## src/hdl/u16550rf_pkg.sv

```systemverilog
// ----------------------------------------------------------------------------
// u16550rf_pkg
// Shared types and constants for the simplified 16550 UART register file:
// transaction payloads, action codes, register offsets and bit positions.
// ----------------------------------------------------------------------------
package u16550rf_pkg;

   localparam int unsigned RX_DEPTH_DEFAULT = 16;

   // Action codes carried by a request transaction
   localparam logic [1:0] ACT_READ  = 2'd0;
   localparam logic [1:0] ACT_WRITE = 2'd1;
   localparam logic [1:0] ACT_LINE  = 2'd2;

   // Register offsets
   localparam logic [2:0] OFF_DATA = 3'd0;  // RBR / THR / DLL
   localparam logic [2:0] OFF_IER  = 3'd1;  // IER / DLH
   localparam logic [2:0] OFF_IIR  = 3'd2;  // IIR read, FCR write
   localparam logic [2:0] OFF_LCR  = 3'd3;
   localparam logic [2:0] OFF_MCR  = 3'd4;
   localparam logic [2:0] OFF_LSR  = 3'd5;
   localparam logic [2:0] OFF_MSR  = 3'd6;
   localparam logic [2:0] OFF_SCR  = 3'd7;

   // Bit positions
   localparam int unsigned LCR_DLAB_BIT = 7;
   localparam int unsigned MCR_DTR_BIT  = 0;
   localparam int unsigned MCR_RTS_BIT  = 1;
   localparam int unsigned MCR_OUT1_BIT = 2;
   localparam int unsigned MCR_OUT2_BIT = 3;
   localparam int unsigned MCR_LOOP_BIT = 4;
   localparam int unsigned FCR_EN_BIT   = 0;
   localparam int unsigned IER_RX_BIT   = 0;
   localparam int unsigned IER_TX_BIT   = 1;

   // Fixed read values
   localparam logic [7:0] IIR_RX        = 8'h04;
   localparam logic [7:0] IIR_TX        = 8'h02;
   localparam logic [7:0] IIR_NONE      = 8'h01;
   localparam logic [7:0] IIR_FIFO      = 8'hC0;
   localparam logic [7:0] LSR_IDLE      = 8'h60;  // TEMT | THRE
   localparam logic [7:0] LSR_DR        = 8'h01;
   localparam logic [7:0] MSR_NO_LOOP   = 8'hB0;  // DCD | DSR | CTS
   localparam logic [7:0] DIV_LOW_9600  = 8'd12;
   localparam logic [7:0] DIV_HIGH_9600 = 8'd0;

   typedef struct packed {
      logic [1:0] action;
      logic [2:0] offset;
      logic [7:0] wdata;
   } req_type;

   typedef struct packed {
      logic [7:0] rdata;
      logic       tx_valid;
      logic [7:0] tx_byte;
      logic       irq_pulse;
      logic       rx_overflow;
   } rsp_type;

endpackage

```

## src/hdl/uart_16550_register_file_core.sv

```systemverilog
// ----------------------------------------------------------------------------
// uart_16550_register_file_core
// Simplified 16550 register file with a receive FIFO held in a synchronous
// memory; one response transaction for every request transaction.
// ----------------------------------------------------------------------------
// Usage:
//  - req channel (req_valid / req_ready / req_data) carries a bus read, a
//    bus write at offsets 0-7, or a byte received from the serial line.
//  - rsp channel (rsp_valid / rsp_ready / rsp_data) returns exactly one
//    transaction per request: read data, transmitted byte, IRQ pulse and the
//    receive-overflow flag.
//  - The response is registered: it appears in the cycle after the request
//    is accepted. One transaction per cycle while responses are taken; the
//    single response register is refilled in the same cycle it is drained.
//  - Register state updates at the accepting edge, so the next request sees
//    it at once. An RBR read issues its memory read at that same edge; the
//    registered memory output feeds rsp_data.rdata in the next cycle.
//  - When the receiver stalls (rsp_ready low with rsp_valid high), the
//    response and the memory read register hold and req_ready drops until
//    the response is taken.
//  - Reset clears all control registers and empties the receive FIFO at
//    once; the FIFO memory itself is not cleared and needs no sweep.
// ----------------------------------------------------------------------------
module uart_16550_register_file_core #(
   parameter int unsigned RX_DEPTH = u16550rf_pkg::RX_DEPTH_DEFAULT
) (
   input  logic                 clock,
   input  logic                 reset,
   input  logic                 req_valid,
   output logic                 req_ready,
   input  u16550rf_pkg::req_type req_data,
   output logic                 rsp_valid,
   input  logic                 rsp_ready,
   output u16550rf_pkg::rsp_type rsp_data
);

   localparam int unsigned PTR_W = (RX_DEPTH > 1) ? $clog2(RX_DEPTH) : 1;
   localparam int unsigned CNT_W = $clog2(RX_DEPTH + 1);

   // Control registers
   logic [7:0]       lcr_ff, lcr_in;
   logic [7:0]       mcr_ff, mcr_in;
   logic [3:0]       ier_ff, ier_in;
   logic [7:0]       fcr_ff, fcr_in;
   logic [7:0]       scr_ff, scr_in;
   logic [7:0]       dll_ff, dll_in;
   logic [7:0]       dlh_ff, dlh_in;
   logic [PTR_W-1:0] head_ff, head_in;
   logic [PTR_W-1:0] tail_ff, tail_in;
   logic [CNT_W-1:0] count_ff, count_in;

   // Response stage
   logic                  rsp_valid_ff, rsp_valid_in;
   u16550rf_pkg::rsp_type rsp_ff, rsp_in;
   logic                  from_mem_ff, from_mem_in;

   // Receive FIFO memory and its registered read port
   logic [7:0] rx_store_ff [RX_DEPTH];
   logic [7:0] rx_rd_ff;

   logic accept;
   logic dlab;
   logic loopback;
   logic has_data;
   logic full;
   logic push;
   logic pop;

   assign req_ready = ~rsp_valid_ff | rsp_ready;
   assign accept    = req_valid & req_ready;

   assign dlab     = lcr_ff[u16550rf_pkg::LCR_DLAB_BIT];
   assign loopback = mcr_ff[u16550rf_pkg::MCR_LOOP_BIT];
   assign has_data = (count_ff != '0);
   assign full     = (count_ff == CNT_W'(RX_DEPTH));

   always_comb begin
      lcr_in       = lcr_ff;
      mcr_in       = mcr_ff;
      ier_in       = ier_ff;
      fcr_in       = fcr_ff;
      scr_in       = scr_ff;
      dll_in       = dll_ff;
      dlh_in       = dlh_ff;
      rsp_in       = '0;
      from_mem_in  = 1'b0;
      push         = 1'b0;
      pop          = 1'b0;

      // Drop the response once taken; load a fresh one on accept
      rsp_valid_in = rsp_valid_ff & ~rsp_ready;
      if (accept) begin
         rsp_valid_in = 1'b1;
      end

      if (accept) begin
         case (req_data.action)
            u16550rf_pkg::ACT_READ: begin
               case (req_data.offset)
                  u16550rf_pkg::OFF_DATA: begin
                     if (dlab) begin
                        rsp_in.rdata = u16550rf_pkg::DIV_LOW_9600;
                     end else if (has_data) begin
                        // Read data comes from the registered memory output
                        pop         = 1'b1;
                        from_mem_in = 1'b1;
                     end
                  end
                  u16550rf_pkg::OFF_IER: begin
                     rsp_in.rdata = dlab ? u16550rf_pkg::DIV_HIGH_9600 : {4'b0, ier_ff};
                  end
                  u16550rf_pkg::OFF_IIR: begin
                     if (ier_ff[u16550rf_pkg::IER_RX_BIT] && has_data) begin
                        rsp_in.rdata = u16550rf_pkg::IIR_RX;
                     end else if (ier_ff[u16550rf_pkg::IER_TX_BIT]) begin
                        rsp_in.rdata = u16550rf_pkg::IIR_TX;
                     end else begin
                        rsp_in.rdata = u16550rf_pkg::IIR_NONE;
                     end
                     if (fcr_ff[u16550rf_pkg::FCR_EN_BIT]) begin
                        rsp_in.rdata = rsp_in.rdata | u16550rf_pkg::IIR_FIFO;
                     end
                  end
                  u16550rf_pkg::OFF_LCR: rsp_in.rdata = lcr_ff;
                  u16550rf_pkg::OFF_MCR: rsp_in.rdata = mcr_ff;
                  u16550rf_pkg::OFF_LSR: begin
                     rsp_in.rdata = u16550rf_pkg::LSR_IDLE
                                  | (has_data ? u16550rf_pkg::LSR_DR : 8'h00);
                  end
                  u16550rf_pkg::OFF_MSR: begin
                     // Loopback: OUT2->DCD, OUT1->RI, DTR->DSR, RTS->CTS
                     if (loopback) begin
                        rsp_in.rdata = {mcr_ff[u16550rf_pkg::MCR_OUT2_BIT],
                                        mcr_ff[u16550rf_pkg::MCR_OUT1_BIT],
                                        mcr_ff[u16550rf_pkg::MCR_DTR_BIT],
                                        mcr_ff[u16550rf_pkg::MCR_RTS_BIT],
                                        4'b0};
                     end else begin
                        rsp_in.rdata = u16550rf_pkg::MSR_NO_LOOP;
                     end
                  end
                  default: rsp_in.rdata = scr_ff;
               endcase
            end

            u16550rf_pkg::ACT_WRITE: begin
               case (req_data.offset)
                  u16550rf_pkg::OFF_DATA: begin
                     if (dlab) begin
                        dll_in = req_data.wdata;
                     end else if (loopback) begin
                        // THR loops straight back into the receive FIFO
                        if (full) begin
                           rsp_in.rx_overflow = 1'b1;
                        end else begin
                           push = 1'b1;
                        end
                     end else begin
                        rsp_in.tx_valid  = 1'b1;
                        rsp_in.tx_byte   = req_data.wdata;
                        rsp_in.irq_pulse = ier_ff[u16550rf_pkg::IER_TX_BIT];
                     end
                  end
                  u16550rf_pkg::OFF_IER: begin
                     if (dlab) begin
                        dlh_in = req_data.wdata;
                     end else begin
                        ier_in = req_data.wdata[3:0];
                        rsp_in.irq_pulse = req_data.wdata[u16550rf_pkg::IER_TX_BIT]
                           | (req_data.wdata[u16550rf_pkg::IER_RX_BIT] & has_data);
                     end
                  end
                  u16550rf_pkg::OFF_IIR: fcr_in = req_data.wdata;
                  u16550rf_pkg::OFF_LCR: lcr_in = req_data.wdata;
                  u16550rf_pkg::OFF_MCR: mcr_in = req_data.wdata;
                  u16550rf_pkg::OFF_SCR: scr_in = req_data.wdata;
                  default: ;  // LSR and MSR are read-only
               endcase
            end

            u16550rf_pkg::ACT_LINE: begin
               if (full) begin
                  rsp_in.rx_overflow = 1'b1;
               end else begin
                  push             = 1'b1;
                  rsp_in.irq_pulse = ier_ff[u16550rf_pkg::IER_RX_BIT];
               end
            end

            default: ;  // unused action: all outputs stay zero
         endcase
      end

      // FIFO pointers; push and pop never coincide since one transaction
      // carries one action
      head_in  = head_ff;
      tail_in  = tail_ff;
      count_in = count_ff;
      if (push) begin
         tail_in  = (tail_ff == PTR_W'(RX_DEPTH - 1)) ? '0 : tail_ff + 1'b1;
         count_in = count_ff + 1'b1;
      end
      if (pop) begin
         head_in  = (head_ff == PTR_W'(RX_DEPTH - 1)) ? '0 : head_ff + 1'b1;
         count_in = count_ff - 1'b1;
      end
   end

   always_ff @(posedge clock) begin
      if (reset) begin
         lcr_ff       <= '0;
         mcr_ff       <= '0;
         ier_ff       <= '0;
         fcr_ff       <= '0;
         scr_ff       <= '0;
         dll_ff       <= '0;
         dlh_ff       <= '0;
         head_ff      <= '0;
         tail_ff      <= '0;
         count_ff     <= '0;
         rsp_valid_ff <= 1'b0;
      end else begin
         lcr_ff       <= lcr_in;
         mcr_ff       <= mcr_in;
         ier_ff       <= ier_in;
         fcr_ff       <= fcr_in;
         scr_ff       <= scr_in;
         dll_ff       <= dll_in;
         dlh_ff       <= dlh_in;
         head_ff      <= head_in;
         tail_ff      <= tail_in;
         count_ff     <= count_in;
         rsp_valid_ff <= rsp_valid_in;
      end
   end

   // Payload of the response stage; hold while stalled
   always_ff @(posedge clock) begin
      if (accept) begin
         rsp_ff      <= rsp_in;
         from_mem_ff <= from_mem_in;
      end
   end

   // Receive FIFO memory. The head entry of a non-empty FIFO was written at
   // an earlier edge, so a pop never reads an entry written in its own cycle.
   always_ff @(posedge clock) begin
      if (push) begin
         rx_store_ff[tail_ff] <= req_data.wdata;
      end
      if (pop) begin
         rx_rd_ff <= rx_store_ff[head_ff];
      end
   end

   assign rsp_valid = rsp_valid_ff;

   always_comb begin
      rsp_data = rsp_ff;
      if (from_mem_ff) begin
         rsp_data.rdata = rx_rd_ff;
      end
   end

endmodule

```

## config.mk

```make
export PLATFORM = sky130hd
export DESIGN_NAME = uart_16550_register_file_core
export DESIGN_NICKNAME = d
export VERILOG_FILES = /design/src/hdl/u16550rf_pkg.sv /design/src/hdl/uart_16550_register_file_core.sv
export SDC_FILE = /design/constraint.sdc
export NUM_CORES = 1
export LEC_CHECK = 0
export BUFFER_PORTS_ARGS = -buffer_cell sky130_fd_sc_hd__buf_2
export CAP_MARGIN = 20
export CELL_PAD_IN_SITES_DETAIL_PLACEMENT = 0
export CELL_PAD_IN_SITES_GLOBAL_PLACEMENT = 2
export CORE_ASPECT_RATIO = 1.75
export CORE_UTILIZATION = 34
export CTS_CLUSTER_DIAMETER = 50
export DETAILED_ROUTE_END_ITERATION = 16
export GPL_ROUTABILITY_DRIVEN = 0
export GPL_TIMING_DRIVEN = 1
export HOLD_SLACK_MARGIN = 0.02
export PLACE_DENSITY_LB_ADDON = 0.1
export SYNTH_ARGS = -nofsm -noshare
export SYNTH_HDL_FRONTEND = slang
export SYNTH_SLANG_ARGS = --single-unit
```

## constraint.sdc

```tcl
create_clock -name clock -period 8.95 [get_ports clock]
set_input_delay 0.895 -clock clock [delete_from_list [all_inputs] [get_ports clock]]
set_output_delay 0.895 -clock clock [all_outputs]
set_load 0.01 [all_outputs]
```

## Yosys cells after proc, flatten, opt, wreduce, memory -nomap -nowiden

Memory sizes are Yosys's and may differ from the RTL's. A register that Yosys moved wholly into a read port is not among the register bits.
Index checks and enable logic that the tools add are counted.
Widths: inputs -> output; s select.

| storage, ports and cells | value |
|---|---|
| bits in registers | 63 |
| memories kept | 1 |
| memory bits (writable) | 128 |
| output and inout bits | 21 |
| logic and storage cells | 90 |
| input bits | 17 |

| cells by class | value |
|---|---|
| mux-type cells | 36 |
| $add $sub $neg | 4 |
| reduce and logical (&&, ||, !) cells | 12 |
| bitwise operators | 10 |
| equality and inequality tests | 12 |

Memories:

| name | depth | width | read ports | clocked after Yosys merged registers in | wr ports | RTL line | source |
|---|---|---|---|---|---|---|---|
| rx_store_ff | 16 | 8 | 1 | 1 | 1 | uart_16550_register_file_core.sv:58 | `logic [7:0] rx_store_ff [RX_DEPTH];` |

Operator list:

| cell | number |
|---|---|
| $pmux 8 s7 | 1 |
| $mux 8 | 3 |
| $mux 1 | 19 |
| $mux 4 | 4 |
| $eq 3x3->1 const B | 4 |
| $reduce_and 3->1 | 4 |
| $mux 10 | 1 |
| $mux 5 | 2 |
| $add 4x1->4 const B | 2 |
| $eq 4x4->1 const B | 2 |
| $eq 3x2->1 const B | 2 |
| $add 5x1->5 const B | 1 |
| $eq 5x5->1 const B | 1 |
| $not 1->1 | 5 |
| $reduce_bool 5->1 | 1 |
| $sub 5x1->5 const B | 1 |
| $mux 2 | 2 |
| $pmux 1 s2 | 2 |
| $pmux 2 s2 | 1 |
| $reduce_and 4->1 | 1 |
| $reduce_or 4->1 | 1 |
| $and 1x1->1 | 3 |
| $eq 3x1->1 const B | 1 |
| $logic_not 3->1 | 1 |
| other kinds (8) | 9 |

## Longest topological paths before layout

Gate-level depths: netlist of the first run.

| logic depth | value |
|---|---|
| word-level depth | 9 |
| mapped depth | 13 |

## Least setup slack after synthesis of the first run

No wires, ideal clock.

| timing | value |
|---|---|
| kind | input-to-reg |
| from | input req_data[9] in the netlist's numbering |
| to | register count_ff[4] |
| stages on the path | 11 |
| arrival | 3.371 ns |
| path slack | 5.484 ns |
| path buffers | 2 |
| path through | buf_2 nor4_4 o211ai_4 or2_1 buf_6 fa_1 nand2b_1 o2bb2ai_1 or4_2 o311a_1 o311ai_1 |

| on the way | value |
|---|---|
| word-level cells in the longest chain between the ends | 5 |
| elaborated cells on any way between the ends | 9 |
| classes of those cells | mux (7); reduce/logical (2) |

Ends and longest elaborated chain:

| element | RTL line | source |
|---|---|---|
| start, declared | uart_16550_register_file_core.sv:31 | `input u16550rf_pkg::req_type req_data,` |
| $logic_not 3->1 * | uart_16550_register_file_core.sv:99, uart_16550_register_file_core.sv:147 |  |
| $mux 1 (on tied branches) | uart_16550_register_file_core.sv:147, uart_16550_register_file_core.sv:99 |  |
| $pmux 1 s2 or $mux 1 (tied branches) | uart_16550_register_file_core.sv:97 | `case (req_data.action)` |
| $mux 1 | uart_16550_register_file_core.sv:96 | `if (accept) begin` |
| $reduce_bool 2->1 (no line) or $mux 5 (tied branches) | -- |  |
| end signal, assigned | uart_16550_register_file_core.sv:232 | `count_ff <= count_in;` |
| end, declared | uart_16550_register_file_core.sv:50 | `logic [CNT_W-1:0] count_ff, count_in;` |

Mark *: on every way between the ends. The rest lies on a longest branch, timed or not.
A chain may end at the register's enable or synchronous reset.

## Worst setup path in the final report of the first run

| timing | value |
|---|---|
| from | input rsp_ready |
| to | memory rx_store_ff[9][4], enable pin |

| on the way | value |
|---|---|
| word-level cells in the longest chain between the ends | 5 |

Ends and longest elaborated chain:

| element | RTL line | source |
|---|---|---|
| start, declared | uart_16550_register_file_core.sv:33 | `input logic rsp_ready,` |
| $or 1x1->1 | uart_16550_register_file_core.sv:69 | `assign req_ready = ~rsp_valid_ff \| rsp_ready;` |
| $and 1x1->1 | uart_16550_register_file_core.sv:70 | `assign accept = req_valid & req_ready;` |
| $mux 1 | uart_16550_register_file_core.sv:96 |  |
| $mux 1 | uart_16550_register_file_core.sv:248 | `if (push) begin` |
| $mux 1 (implied by the code) | uart_16550_register_file_core.sv:249 | `rx_store_ff[tail_ff] <= req_data.wdata;` |
| end, declared | uart_16550_register_file_core.sv:58 |  |

No other way between the ends.

==> impl_metrics.ini, run 1 <==
[global_routing]
grt_pass1_wl_um = 34000
overflow = 0
gr-usage-all-layers_pct = 19.1
grt_max_degree = 45
antenna_found_initial = 0
grt_pass1_vias = 5194

[floorplan]
fp.coreArea_um2 = 24500
die_area_um2 = 25600
io_pins = 38
rows = 76
floorplan.initialDensity_pct = 34.6
fp.dieH_um = 211
die_w_um = 121

[routing]
via_count = 4856
route.met3.wl_um = 596
wl_met1_um = 8290
met2_wirelength_um = 12900
detail-route-antenna-nets = 0
routed_wl_um = 22500
dr.max_layer_used = met4
drt_first_pass_iters = 5
drt_iter0_drc = 246
routedWlPerCell_um = 24.1
drcViolationCount = 0
routed_via_density = 5.20

[yosys]
synth_ff_type = edfxtp_1
yosys-top-cells-area = edfxtp_1 55%, dfxtp_1 10%, mux4_2 8.5%, mux2i_1 3.4%, a21oi_1 2.2%
synth_area_um2 = 8480
synth_common_cells = 156 x edfxtp_1, 45 x nor2_1, 43 x dfxtp_1
synth-seq-cells = 199
synthArstFlopShare_pct = 0
netlist-cell-type-count = 54
synth.most_common_cell = edfxtp_1
synth_top_area_share_pct = 55.2
syn_area_per_cell_um2 = 14.4
synth-edff-count = 156
netlist_instances = 589
ys_warn_count = 0
synth-seq-area-share_pct = 65.4
yosysTopAreaCell = edfxtp_1
synthesis.nets = 618

[clocking]
clk_pin_slew_worst_paths_ns = 0.07
clkSinkCount = 199
clock-root-buffer = clkbuf_16
tritoncts = done
clk_latency_ns = 0.45
h-tree-depth = 4
cts_resized = 0
cts_hold_buffers = 0
post-cts-setup-buffers = 0
numCtsBuffers = 17
clockBufferDepth = 2

[sta]
rsz0062_at_grt = false
hold_violations = 0
finalClockSkew_ns = 0.0145
slew_viol_final = 0
finalSetupTns_ns = 0
fin_crit_sh_pct = 38.2
period_minus_slack_ns = 3.42
fmax_ghz = 0.293
worstMarginPinSlew_ns = 0.909
timing.hold.ws_ns = 0.469
setup_viol = 0
slew_headroom_pct = 39.2

[critical_path]
cp.arrival_ns = 3.49
reg2reg_slack_ns = 5.61
end_kind = register
cp_data_required_time_ns = 9.02
cp_cell_sequence = buf_2, nand2b_1, nand2_1, inv_1, and4b_1, nand2_1, nor2_1
worstSetupPathType = input pin to register
crit_slowest_cell = nor2_1
path_max_fanout = 22
cp_common_cell = nand2_1
worstSetupStartpointType = input pin
crit_path_max_incr_delay_ns = 0.68

[hold_path]
hp-class = register to register

[place]
port_buffers = 37
place_inst = 896
hpwl_um = 15800

[finish]
nets = 637
antennaDiodeCount = 0
instances_no_fill = 933
drive_gt1_share_pct = 20.9
area_delta_synth_final_pct = 12.1
utilization_pct = 38.8

[outcome]
status = complete, no violations

[power_and_ir_drop]
leakage_nw = 3.20
peakVddDrop_mv = 0.123
power_density_nw_per_um2 = 200

[run]
maxCapViolCount = 0
report_power, final:
part	internal (mW)	switching, mW
Sequential	1.00	0.00535
Combinational	0.0191	0.0516
Clock	0.454	0.370
Total	1.47	0.427
metal layers:
metal  global-route usage [%]  vias up
met4                     8.56        0
met5                        0        -
met2                     36.1       86
li1                         -     2249
met1                     19.9     2491
met3                     3.56       30
cell usage in the layout (no fill, tap or decap), types with 4 or more instances in the layout:
| cell type | Yosys | routed |
|---|---|---|
| mux2_2 | 10 | 10 |
| nand2_1 | 34 | 34 |
| clkbuf_16 | 0 | 17 |
| nor3_1 | 10 | 10 |
| mux4_2 | 32 | 32 |
| mux2i_1 | 29 | 29 |
| nor2b_1 | 11 | 11 |
| buf_4 | 11 | 4 |
| nor2_1 | 45 | 45 |
| o21ai_0 | 18 | 18 |
| inv_6 | 0 | 6 |
| buf_2 | 8 | 39 |
| edfxtp_1 | 156 | 156 |
| inv_8 | 0 | 4 |
| a21oi_1 | 37 | 37 |
| nand3_1 | 21 | 21 |
| dfxtp_1 | 43 | 42 |
| and2_1 | 7 | 7 |
| inv_1 | 15 | 15 |
| a211oi_1 | 8 | 8 |
| nand2b_1 | 11 | 11 |
| ha_1 | 11 | 11 |
kinds of logic after synthesis:
logic type               after synthesis  share of synthesized area [%]
multiplexers                          71                           13.2
buffers and inverters                 62                           3.55
AO/OA/AOI/OAI                         89                           6.74
flip-flops                           199                           65.4
AND/OR/NAND/NOR                      153                           8.92
XOR/XNOR                               3                          0.310
adder cells (fa/ha/maj)               12                           1.86
state kept, by name, indices dropped and copies added (netlist names):
register     count
scr_ff           8
rsp_valid        1
fcr_ff           1
ier_ff           4
lcr_ff           8
rsp_ff           8
rx_rd_ff         8
rsp_data        11
head_ff          4
from_mem_ff      1
tail_ff          4
count_ff         5
mcr_ff           8
rx_store_ff    128
worst max-delay path, delay by kind of cell:
kind          cells  cell delay (ns)
buf+inv           2             0.68
simple gates      5             1.89
cell type report:
class | instances | area [um^2]
Clock buffer | 17 | 425
Inverter | 16 | 62.6
Timing Repair Buffer | 46 | 248
Clock inverter | 15 | 204
Multi-Input combinational cell | 328 | 2640
Tap cell | 312 | 390
Sequential cell | 199 | 5550
Fill cell | 2370 | 15000
final timing paths:
kind | start | end | cells after the start
max | rsp_ready | rx_store_ff[9][4] | 7
min | mcr_ff[6] | mcr_ff[6] | 2
max reg2reg | count_ff[0] | count_ff[4] | 10
min reg2reg | mcr_ff[6] | mcr_ff[6] | 2
per-stage QoR:
step           setup slack [ns]  area [um^2]  total power, mW
2_1_floorplan              5.48         8480             1.06
3_3_place_gp               4.91         8850             1.10
3_5_place_dp               4.62         8850             1.10
4_1_cts                    5.14         9480             1.92
5_1_grt                    5.20         9510             1.96
6_report                   5.53         9510             1.90
Note: power is estimated with default switching activity, not from simulation.
==> inputs of run 2 (changes only) <==
- clock period: 8.95 -> 2.9 ns (I/O delays scaled with it)
==> impl_metrics.ini, run 2 (synthesis results as in run 1) <==
[critical_path]
worstSetupPathType = register to register
cp.arrival_ns = 3.12
cp_data_required_time_ns = 3.24
end_kind = register
worstSetupStartpointType = register
path_max_fanout = 7
cp_cell_sequence = or4_4, o211ai_4, or2_4, inv_4, ha_4, nand2b_1, o2bb2ai_2, or4_2, o311a_1, o311ai_1
crit_slowest_cell = or4_2
crit_path_max_incr_delay_ns = 0.62

[finish]
layout_common_cells = 156 x edfxtp_1, 45 x nor2_1, 42 x dfxtp_1, 42 x buf_4
final_common_cell = edfxtp_1
nets = 671
drive_gt1_share_pct = 25.2
multi_input_area_um2 = 2660
largest_register_ffs = 128
utilization_pct = 39.8
antennaDiodeCount = 0
regArea_um2 = 5550
area_delta_synth_final_pct = 15.1
instances_no_fill = 967
fin_area_um2 = 9760
regMostFlops = rx_store_ff
fill_cells = 2345

[routing]
detail-route-antenna-nets = 0
drt_first_pass_iters = 5
routed_wl_um = 21800
drcViolationCount = 0
routed_via_density = 5.11
via_count = 4945
routedWlPerCell_um = 22.6
drt_iter0_drc = 296

[clocking]
h-tree-depth = 4
cts_hold_buffers = 0
numCtsBuffers = 17
clk_pin_slew_worst_paths_ns = 0.07
clk_latency_ns = 0.45
clkSinkCount = 199
clockBufferDepth = 2
tritoncts = done
clock-root-buffer = clkbuf_16

[run]
maxCapViolCount = 0

[global_routing]
gr-usage-all-layers_pct = 18.4
grt_max_degree = 34
antenna_found_initial = 0
overflow = 0
grt_pass1_vias = 5279
grt_pass1_wl_um = 33100

[floorplan]
die_w_um = 121
fp.dieH_um = 211
fp.coreArea_um2 = 24500
rows = 76
io_pins = 38
die_area_um2 = 25600
floorplan.initialDensity_pct = 34.6

[place]
place_inst = 934
hpwl_um = 15100
place_area_um2 = 9170
port_buffers = 37
pre_cts_slack_ns = -0.0358

[sta]
rsz0062_at_grt = false
fmax_ghz = 0.361
worstMarginPinSlew_ns = 0.833
finalClockSkew_ns = 0.0108
setup_ws_ns = 0.129
period_minus_slack_ns = 2.77
slew_viol_final = 0
setup_viol = 0
slew_headroom_pct = 44.4
fin_crit_sh_pct = 95.6
hold_violations = 0

[power_and_ir_drop]
power.net_switching_mw = 1.31
peakVddDrop_mv = 0.282
leakage_nw = 3.35
p_seq_share_pct = 54.5
clkPwrFrac_pct = 41.5
swShare_pct = 23.1
combPwrFrac_pct = 4.0
intPower_mw = 4.38
power_density_nw_per_um2 = 584

[outcome]
status = complete, no violations

[hold_path]
hp-class = input pin to register
==> run 2: cell types whose count changed in the layout (fill, tap and decap cells not counted), moves of 2 or more <==
cell / before / now
buf_2: 39 / 37
buf_4: 4 / 42
bufinv_16: 3 / 1
clkbuf_4: 3 / 0
clkinv_1: 0 / 2
inv_6: 6 / 4
==> run 2: worst paths after layout <==
kind | startpoint | end | slack (ns) | depth (start not counted)
setup / recovery | count_ff[0] | count_ff[4] | 0.13 | 10
hold / removal | req_valid | rsp_valid | 0.1 | 3
setup reg to reg | count_ff[0] | count_ff[4] | 0.13 | 10
hold reg to reg | mcr_ff[6] | mcr_ff[6] | 0.46 | 2
==> run 2: worst max-delay path: cells and delay by family, from the launching register on <==
kind,cells,cell delay (ns)
AO/OA/AOI/OAI,4,0.57
buffers and inverters,1,0.06
flip-flops,1,0.31
AND/OR/NAND/NOR,4,1.46
adder cells (fa/ha/maj),1,0.28
==> run 2: routing by layer <==
layer / up-vias / share of wire, % / GRT usage [%]
met3: 23 / 2.8 / 3.78
met1: 2506 / 38 / 19.9
met2: 96 / 57 / 34.5
li1: 2320 / - / -
met5: - / 0 / 0
met4: 0 / 2.6 / 6.85
==> run 2: what timing repair did <==
action	in CTS	in global routing
setup buffers	0	1
gates resized for setup	1	0
pin swaps	0	2
endpoints found under the setup margin	1	1
==> run 2: final cells by class <==
| class | count | share of cell area [%] |
|---|---|---|
| sequential | 199 | 56.8 |
| multi-input combinational | 328 | 27.2 |
| timing repair buffer | 80 | 5.33 |
| clock buffer | 17 | 4.36 |
| tap | 312 | 4.00 |
| clock inverter | 15 | 1.62 |
| inverter | 16 | 0.641 |
==> run 2: through the flow <==
step / setup TNS [ns] / hold slack (ns) / power, mW
finish: 0 / 0.0990 / 5.70
global route: 0 / 0.104 / 5.88
CTS: 0 / 0.0732 / 5.78
detailed placement: -0.0358 / 0.451 / 3.40
global placement: 0 / 0.442 / 3.40
floorplan: 0 / 0.389 / 3.28
==> run 2: power by group through the flow <==
stage	logic, mW	registers [mW]	clock network (mW)
after floorplan	0.117	3.16	0
after global placement	0.228	3.17	0
after detailed placement	0.233	3.17	0
after CTS	0.233	3.10	2.44
after global routing	0.249	3.11	2.53
final	0.228	3.10	2.36
